[src/tdt_pkg.sv]
// ----------------------------------------------------------------------------
// tdt_pkg
// Shared types, constants and compare functions for the tuple dedup table.
// ----------------------------------------------------------------------------
package tdt_pkg;

    // table geometry
    localparam int DEPTH  = 1024;
    localparam int ADDR_W = $clog2(DEPTH);
    localparam int CNT_W  = ADDR_W + 1;
    localparam int CFG_W  = 11;

    // configuration register indexes
    localparam logic CFG_SEARCH_WINDOW = 1'b0;
    localparam logic CFG_TABLE_LIMIT   = 1'b1;

    // outcome codes
    localparam logic [1:0] OUT_FOUND   = 2'd0;
    localparam logic [1:0] OUT_ADDED   = 2'd1;
    localparam logic [1:0] OUT_REFUSED = 2'd2;

    // reset values of the configuration registers
    localparam logic [CFG_W-1:0] WINDOW_RESET = CFG_W'(1024);
    localparam logic [CFG_W-1:0] LIMIT_RESET  = CFG_W'(1024);

    typedef struct packed {
        logic [31:0] value_a;
        logic [31:0] value_b;
        logic [31:0] value_c;
        logic [31:0] value_d;
        logic [31:0] value_e;
    } t_in_item;

    typedef struct packed {
        logic [9:0] entry_index;
        logic [1:0] outcome;
        logic       table_full;
    } t_out_item;

    // controller to datapath
    typedef struct packed {
        logic load;
        logic step;
        logic finish;
    } t_cmd;

    // datapath to controller
    typedef struct packed {
        logic skip;
        logic hit;
        logic search_done;
        logic out_free;
    } t_status;

    // ieee single equality: signed zeros match, nan never matches
    function automatic logic float_eq(input logic [31:0] x, input logic [31:0] y);
        logic x_nan;
        logic y_nan;
        x_nan = (x[30:0] > 31'h7F80_0000);
        y_nan = (y[30:0] > 31'h7F80_0000);
        if (x_nan || y_nan) begin
            return 1'b0;
        end else if ((x[30:0] | y[30:0]) == 31'd0) begin
            return 1'b1;
        end else begin
            return (x == y);
        end
    endfunction

    function automatic logic tuple_eq(input t_in_item t, input t_in_item v);
        return float_eq(t.value_a, v.value_a) && float_eq(t.value_b, v.value_b) &&
               float_eq(t.value_c, v.value_c) && float_eq(t.value_d, v.value_d) &&
               float_eq(t.value_e, v.value_e);
    endfunction

endpackage

[src/tdt_ctrl.sv]
// ----------------------------------------------------------------------------
// tdt_ctrl
// Sequencer: accepts a transaction, steps the backward search, commits result.
// ----------------------------------------------------------------------------
module tdt_ctrl import tdt_pkg::*; (
    input  logic    i_clk,
    input  logic    i_rst_n,
    input  logic    i_in_valid,
    output logic    o_in_stall,
    input  t_status i_status,
    output t_cmd    o_cmd
);

    localparam logic [1:0] S_IDLE   = 2'd0;
    localparam logic [1:0] S_SEARCH = 2'd1;
    localparam logic [1:0] S_FINISH = 2'd2;

    logic [1:0] r_state;
    logic [1:0] n_state;
    logic       accept;

    assign o_in_stall = (r_state != S_IDLE);
    assign accept     = i_in_valid && (r_state == S_IDLE);

    // next state and commands
    always_comb begin
        n_state      = r_state;
        o_cmd        = '0;
        unique case (r_state)
            S_IDLE: begin
                if (accept) begin
                    o_cmd.load = 1'b1;
                    n_state    = i_status.skip ? S_FINISH : S_SEARCH;
                end
            end
            S_SEARCH: begin
                o_cmd.step = 1'b1;
                if (i_status.hit || i_status.search_done) begin
                    n_state = S_FINISH;
                end
            end
            S_FINISH: begin
                if (i_status.out_free) begin
                    o_cmd.finish = 1'b1;
                    n_state      = S_IDLE;
                end
            end
            default: begin
                n_state = S_IDLE;
            end
        endcase
    end

    // state register
    always_ff @(posedge i_clk) begin
        if (!i_rst_n) begin
            r_state <= S_IDLE;
        end else begin
            r_state <= n_state;
        end
    end

endmodule

[config.mk]
export PLATFORM = sky130hd
export DESIGN_NAME = tdt_ctrl
export DESIGN_NICKNAME = d
export VERILOG_FILES = /design/src/tdt_pkg.sv /design/src/tdt_ctrl.sv
export SDC_FILE = /design/constraint.sdc
export NUM_CORES = 1
export LEC_CHECK = 0
export ABC_AREA = 1
export BUFFER_PORTS_ARGS = -buffer_cell sky130_fd_sc_hd__buf_2
export CAP_MARGIN = 20
export CORE_AREA = 4 4 41 43
export CTS_CLUSTER_SIZE = 28
export DETAILED_ROUTE_END_ITERATION = 8
export DIE_AREA = 0 0 45 47
export GPL_TIMING_DRIVEN = 0
export PLACE_DENSITY_LB_ADDON = 0.05
export SYNTH_ARGS = -nofsm -noshare
export SYNTH_HDL_FRONTEND = slang
export SYNTH_SLANG_ARGS = --single-unit
[constraint.sdc]
create_clock -name i_clk -period 1.54 [get_ports i_clk]
set_input_delay 0.308 -clock i_clk [delete_from_list [all_inputs] [get_ports i_clk]]
set_output_delay 0.308 -clock i_clk [all_outputs]
set_load 0.005 [all_outputs]
# Yosys cells after proc, flatten, opt, wreduce, memory -nomap -nowiden
# Cells that the tools add are included.
# W data, S select, Z words.
[word_totals] output_inout_bits=4 elab_cells=21 input_bits=7 regBits=2
[op_classes] n_eq_ne=5 n_reduce_logical=5 mux=10
[op_table] operator="$mux W2" count=4
[op_table] operator="$ne A2 B2 Y1 const B" count=3
[op_table] operator="$pmux W2 S3" count=1
[op_table] operator="$mux W1" count=5
[op_table] operator="$reduce_and A3 Y1" count=1
[op_table] operator="$eq A2 B1 Y1 const B" count=1
[op_table] operator="$eq A2 B2 Y1 const B" count=1
[op_table] operator="$logic_not A2 Y1" count=1
[op_table] operator="$reduce_bool A2 Y1" count=1
[op_table] operator="$logic_and A1 B1 Y1" count=1
[op_table] operator="$logic_or A1 B1 Y1" count=1

# Longest topological paths before layout
# Gate-level depths: netlist of the first run.
[logic_depth] word_depth=4 depth_mapped=6 mapped_depth_nobuf=6

# Least setup slack after synthesis of the first run
# OpenSTA, ideal clock, no wires.
[synth_timing] kind="flip-flop to output port" start="register r_state[0]" end="output o_cmd[2] (netlist name)" n_path_buf=0 slack_ns=0.624 arrival_time_ns=0.608 required_ns=1.232 stages_incl_launch_ff=4 path_cell_list="dfxtp_1 > nor2_2 > inv_2 > nor2_4"
[synth_rtl] item="from (decl)" line="tdt_ctrl.sv:18" source="logic [1:0] r_state;"
[synth_rtl] item="from (signal assigned)" line="tdt_ctrl.sv:59" source="r_state <= n_state;"
[synth_rtl] item="to (decl)" line="tdt_ctrl.sv:11" source="output t_cmd o_cmd"

==> results of run 1 <==
==> power breakdown <==
group          switching (mW)  internal (mW)  total, mW
Clock                  0.0281         0.0858      0.114
Sequential            0.00426         0.0562     0.0604
Combinational          0.0284         0.0234     0.0518
==> path summary, 6_finish.rpt <==
kind,start,end,slack [ns],depth (start not counted)
max,r_state[1]$_SDFFE_PN0P_,o_cmd[2],0.25,4
min,i_rst_n,r_state[1]$_SDFFE_PN0P_,0.33,3
max reg2reg,r_state[0]$_SDFFE_PN0P_,r_state[1]$_SDFFE_PN0P_,0.67,6
min reg2reg,r_state[1]$_SDFFE_PN0P_,r_state[1]$_SDFFE_PN0P_,0.56,2
==> cell usage after synthesis <==
master,count
nand2_1,7
inv_2,3
dfxtp_1,2
nor2_2,2
nand3_1,2
inv_1,5
nor2_1,1
nor2_4,1
nand2_2,1
a21oi_2,2
==> kinds of logic after synthesis <==
group,Yosys count
buf+inv,8
flops,2
compound gates,2
simple gates,14
==> per-stage QoR <==
stage | cells | setup slack [ns]
floorplan | 26 | 0.624
global placement | 51 | 0.474
detailed placement | 51 | 0.473
CTS | 54 | 0.224
global route | 54 | 0.152
finish | 54 | 0.246
==> critical path, stage by stage (launching register included) <==
cell and delay [ns]:
dfxtp_1 0.33, nor2_2 0.16, inv_2 0.07, nor2_4 0.09, buf_2 0.12
==> area by class of cell <==
cell class	instances	area, um2	share of cell area
clock buffers	3	22.5	0.0905
inverters	8	30.0	0.121
flip-flops and latches	2	40.0	0.161
well taps	15	18.8	0.0754
repair buffers	10	50.0	0.201
multi-input cells	16	87.6	0.352
==> routing by layer <==
metal	vias to the layer above	wire, um	GRT usage
li1	103	-	-
met1	78	162	0.0384
met2	4	215	0.0565
met3	0	22	0.0230
met4	0	0	0.0877
met5	-	0	0
==> impl_results.md, run 1 <==
- CTS Sinks: 2
- Post_cts resized: 0
- Synthesized instance count: 26
- Critical path peak fanout: 4
- Register area share after synthesis: 0.254
- Final worst-path cycle share: 0.840
- Wire length per cell: 7.41 um
- Die area: 0.00212 mm2
- Power density cells: 908 mW/mm2
- Setup repair bufs after CTS: 0
- IO Count: 11
- Post-synthesis adder-cell area fraction: 0
- Hold buffers post-CTS: 0
- Post-Synth Simple-Gate Area: 0.444
- Final instance area: 249 um2
- Proportion of layout cells with a drive suffix above 1: 0.564
- RSZ-0062 raised after global routing: no
- Maxcap violations: 0
- # DRC: 0
- Leakage: 0.146 nW
- Nets: 48
- Cell area after synthesis: 158 um2
- Die Width: 45 um
- Kind of critical path: flop to primary output
- Compound-Gate Fraction of Synth Area: 0.111
- Yosys Warn Count: 0
- DR pass1 iterations: 2
- Antenna Cells: 0
- CTS HTree Levels: 1
- Run status: completed
- Fin Hold WS: 0.332 ns
- Synth area leader: dfxtp_1
- Measured slew at the worst slew-check pin: 0.164 ns
- PortBufs: 10
- Largest net degree at the start of global routing: 5
- Hold Crit Class: input port to flop
- Syn nets: 33
- Tmin final: 1.29 ns
- Setup violations, final: 0
- CTS tree: done
- Max reg flops: 2
- Final wirelength: 400 um
- Most common cell after layout, fill and taps aside: buf_2
- Relative slew margins: 0.890
- Overflow after GRT: 0
- Top-area cell type share of the netlist area: 0.254
- Post-Synth XOR/XNOR Area: 0
- Startpoint Class: flop
- Post-synthesis mux area share: 0
- Detailed placement HPWL: 349 um
- Largest family of logic cells by synthesized area: simple AND/OR/NAND/NOR gates
- CP Capture Type: primary output
- Highest-count cells in the layout ignoring fill and taps: buf_2, nand2_1, inv_1
- CP required: 1.23 ns
- CTS root buffer: clkbuf_4
- Cell Rows: 13
- Total number of vias: 185
- Synth unique cells: 10
- Seq cells post-synth: 2
- Core area: 0.00130 mm2
- Largest reg by FF count: r_state
- Skew final: 0.00241 ns
- # fillers: 163
- CTS Buffer Depth: 2
- Peak Freq: 773 MHz
- Num CTS Buffers: 3
- Die outline height: 47 um
- Final Max Slew Viols: 0
- P&R area growth vs syn: 57.9%
- Syn avg cell area: 6.06 um2
- Global Route Usage Sum: 0.0457
- Total Power: 0.226 mW
- Area contributors post-synth: dfxtp_1, nand2_1, inv_1
- Crit path DAT: 0.99 ns
- Worst VDD drop: 0.188 mV
- Global-route wire length before repair: 572 um
- Placed Area: 226 um2
- Antenna violations before repair: 0
- Number of DRC markers in iteration 0: 2
- Final TNS setup: 0 ns
- Initial Utilization: 0.121
- Worst-skew pair later-pin latency: 0.22 ns
- Top flop regs: r_state x2
- Util after Layout: 0.191
- Antenna-violating nets left: 0
- Gpl congestion: 0.574
- Hold Vio Cnt, Final: 0
- Vias in the first global route: 155
- Clock slew at reported path FFs: 0.03 ns
- Drt via density: 3.43
No activity file was read; power rests on OpenSTA's default activity.
==> inputs of run 2 (changes only) <==
- ABC_AREA: 1 -> 0
- clock period: 1.54 -> 1.19 ns (I/O delays scaled with it)
==> run 2 against run 1 <==
Effect of this change: combinational power rose by 40%; critical endpoint is now o_in_stall; via count fell by 9.2%; critical path depth fell by 2; sequential cell count did not move; area after synthesis fell by 16%.
==> impl_results.md, run 2 <==
- Antenna violations before repair: 0
- Min setup slack post-route: 0.0217 ns
- Synth area leader: dfxtp_1
- Final Max Slew Viols: 0
- PortBufs: 10
- Maxcap violations: 0
- Worst-skew pair later-pin latency: 0.22 ns
- Setup violations, final: 0
- Hold buffers post-CTS: 0
- Area contributors post-synth: dfxtp_1, a221oi_2, nor3b_1
- Synth Flop Type: dfxtp_1
- CTS Sinks: 2
- Final wirelength: 433 um
- Total number of vias: 168
- Cell area after synthesis: 133 um2
- Proportion of layout cells with a drive suffix above 1: 0.774
- Reg-to-reg startpoint: r_state[1]$_SDFFE_PN0P_
- Nets: 40
- Register area share after synthesis: 0.302
- CTS tree: done
- RSZ-0062 raised after global routing: yes
- Ys async rst share: 0
- Critical path peak fanout: 5
- Core area: 0.00130 mm2
- Synthesized instance count: 15
- Gpl congestion: 0.685
- Number of DRC markers in iteration 0: 0
- Pre-CTS setup slack: 0.140 ns
- Power density cells: 1100 mW/mm2
- Util after Layout: 0.209
- Reg area: 45.0 um2
- Worst r2r dst: r_state[1]$_SDFFE_PN0P_
- Num CTS Buffers: 3
- Wire length per cell: 9.41 um
- Peak Freq: 856 MHz
- Tmin final: 1.17 ns
- DR pass1 iterations: 1
- Die Width: 45 um
- Crit path cell chain: or2_4, buf_6
- Antenna Cells: 0
- Worst VDD drop: 0.331 mV
- Vias in the first global route: 178
- Antenna-violating nets left: 0
- Die area: 0.00212 mm2
- Overflow after GRT: 0
- Startpoint Class: flop
- Syn nets: 22
- IO Count: 11
- Hold Path Cell Cnt: 2
- CTS Buffer Depth: 2
- Initial Utilization: 0.102
- Die outline height: 47 um
- Global-route wire length before repair: 627 um
- Max incr delay on CP: 0.35 ns
- Run status: completed
- Kind of critical path: flop to primary output
- Hold Crit Endpoint: r_state[1]$_SDFFE_PN0P_
- # fillers: 167
- Detailed placement HPWL: 330 um
- Highest-count cells in the layout ignoring fill and taps: buf_2, clkbuf_4, buf_4
- Largest reg by FF count: r_state
- Relative slew margins: 0.836
- Skew final: 0.000980 ns
- Largest net degree at the start of global routing: 7
- Leakage: 0.127 nW
- Measured slew at the worst slew-check pin: 0.245 ns
- Most common cell after layout, fill and taps aside: buf_2
- Global Route Usage Sum: 0.0434
- Top-area cell type share of the netlist area: 0.302
- P&R area growth vs syn: 105%
- Worst r2r path cells: 4
- Drt via density: 3.65
- # DRC: 0
- Hold path startpoint: i_rst_n
- Area of the multi-input gates: 106 um2
- Seq cells post-synth: 2
- Post-synth EDFFs: 0
- Top-count cell post-synth: nor2_1
- CP required: 0.95 ns
- CTS HTree Levels: 1
- CTS root buffer: clkbuf_4
- Hold Crit Class: input port to flop
- Syn avg cell area: 8.84 um2
- CP delay by family, top: flip-flops
- Yosys Warn Count: 0
- Max reg flops: 2
- Slowest CP cell: dfxtp_4
- Clock slew at reported path FFs: 0.03 ns
- Top flop regs: r_state x2
- Final worst-path cycle share: 0.982
- Cell Rows: 13
- Final TNS setup: 0 ns
- Reg2Reg Setup Slack: 0.15 ns
- Crit path DAT: 0.93 ns
- WP depth: 2
- CP Capture Type: primary output
- Hold Vio Cnt, Final: 0
- Synth unique cells: 11
- Critical path buffers and inverters: 1
- Commonest cells in the synthesized netlist: nor2_1, dfxtp_1, nor3b_1
==> run 2: cells by family (layout without fill, tap and decap cells) <==
| kind of cell | count (synthesis) | in the layout | share of synthesized area |
|---|---|---|---|
| AO/OA/AOI/OAI | 2 | 2 | 0.170 |
| buffers and inverters | 0 | 16 | 0 |
| flip-flops | 2 | 2 | 0.302 |
| AND/OR/NAND/NOR | 11 | 11 | 0.528 |
==> run 2: stage by stage <==
stage	instances	area, um2	hold WS [ns]	power, mW
2_1_floorplan	15	133	0.367	0.106
3_3_place_gp	40	201	0.467	0.133
3_5_place_dp	40	201	0.471	0.133
4_1_cts	45	255	0.234	0.303
5_1_grt	46	272	0.257	0.320
6_report	46	272	0.240	0.299
==> run 2: repair_timing <==
item / in CTS / in global routing
endpoints found under the setup margin: 3 / 3
cloned: 0 / 0
hold endpoints to repair: 0 / 0
gates resized for setup: 6 / 2
pin swaps: 0 / 1
buffers inserted: 2 / 1
==> run 2: final cells by class <==
cell class,instances,share of cell area
multi-input combinational,13,0.392
tap,15,0.0691
clock buffer,3,0.0829
sequential,2,0.166
timing repair buffer,13,0.290
==> run 2: report_power, final <==
group | switching [mW] | internal [mW] | leakage, nW
Sequential | 0.00883 | 0.0719 | 0.0175
Combinational | 0.0244 | 0.0478 | 0.0953
Clock | 0.0350 | 0.111 | 0.0138
Total | 0.0683 | 0.231 | 0.127
==> run 2: worst register-to-register path, cell delays in order, from the launching register on <==
cell	delay, ns
dfxtp_2	0.39
nor3b_4	0.06
buf_4	0.13
a221oi_2	0.28
nor2b_2	0.06
==> run 2: worst max-delay path by stage <==
stage,from,endpoint,slack (ns)
2_1_floorplan,r_state[0]$_SDFFE_PN0P_,r_state[1]$_SDFFE_PN0P_,0.27
3_3_place_gp,r_state[0]$_SDFFE_PN0P_,o_cmd[1],0.12
3_5_place_dp,r_state[0]$_SDFFE_PN0P_,o_cmd[1],0.14
4_1_cts,r_state[0]$_SDFFE_PN0P_,o_cmd[2],0.003
5_1_grt,r_state[1]$_SDFFE_PN0P_,o_cmd[2],-0.008
6_report,r_state[0]$_SDFFE_PN0P_,o_in_stall,0.02
==> run 2: per-layer routing <==
| metal | global-route usage | wire length (um) | vias to the layer above |
|---|---|---|---|
| li1 | - | - | 85 |
| met1 | 0.0475 | 172 | 77 |
| met2 | 0.0537 | 215 | 6 |
| met3 | 0.0230 | 45 | 0 |
| met4 | 0.0526 | 0 | 0 |
| met5 | 0 | 0 | - |
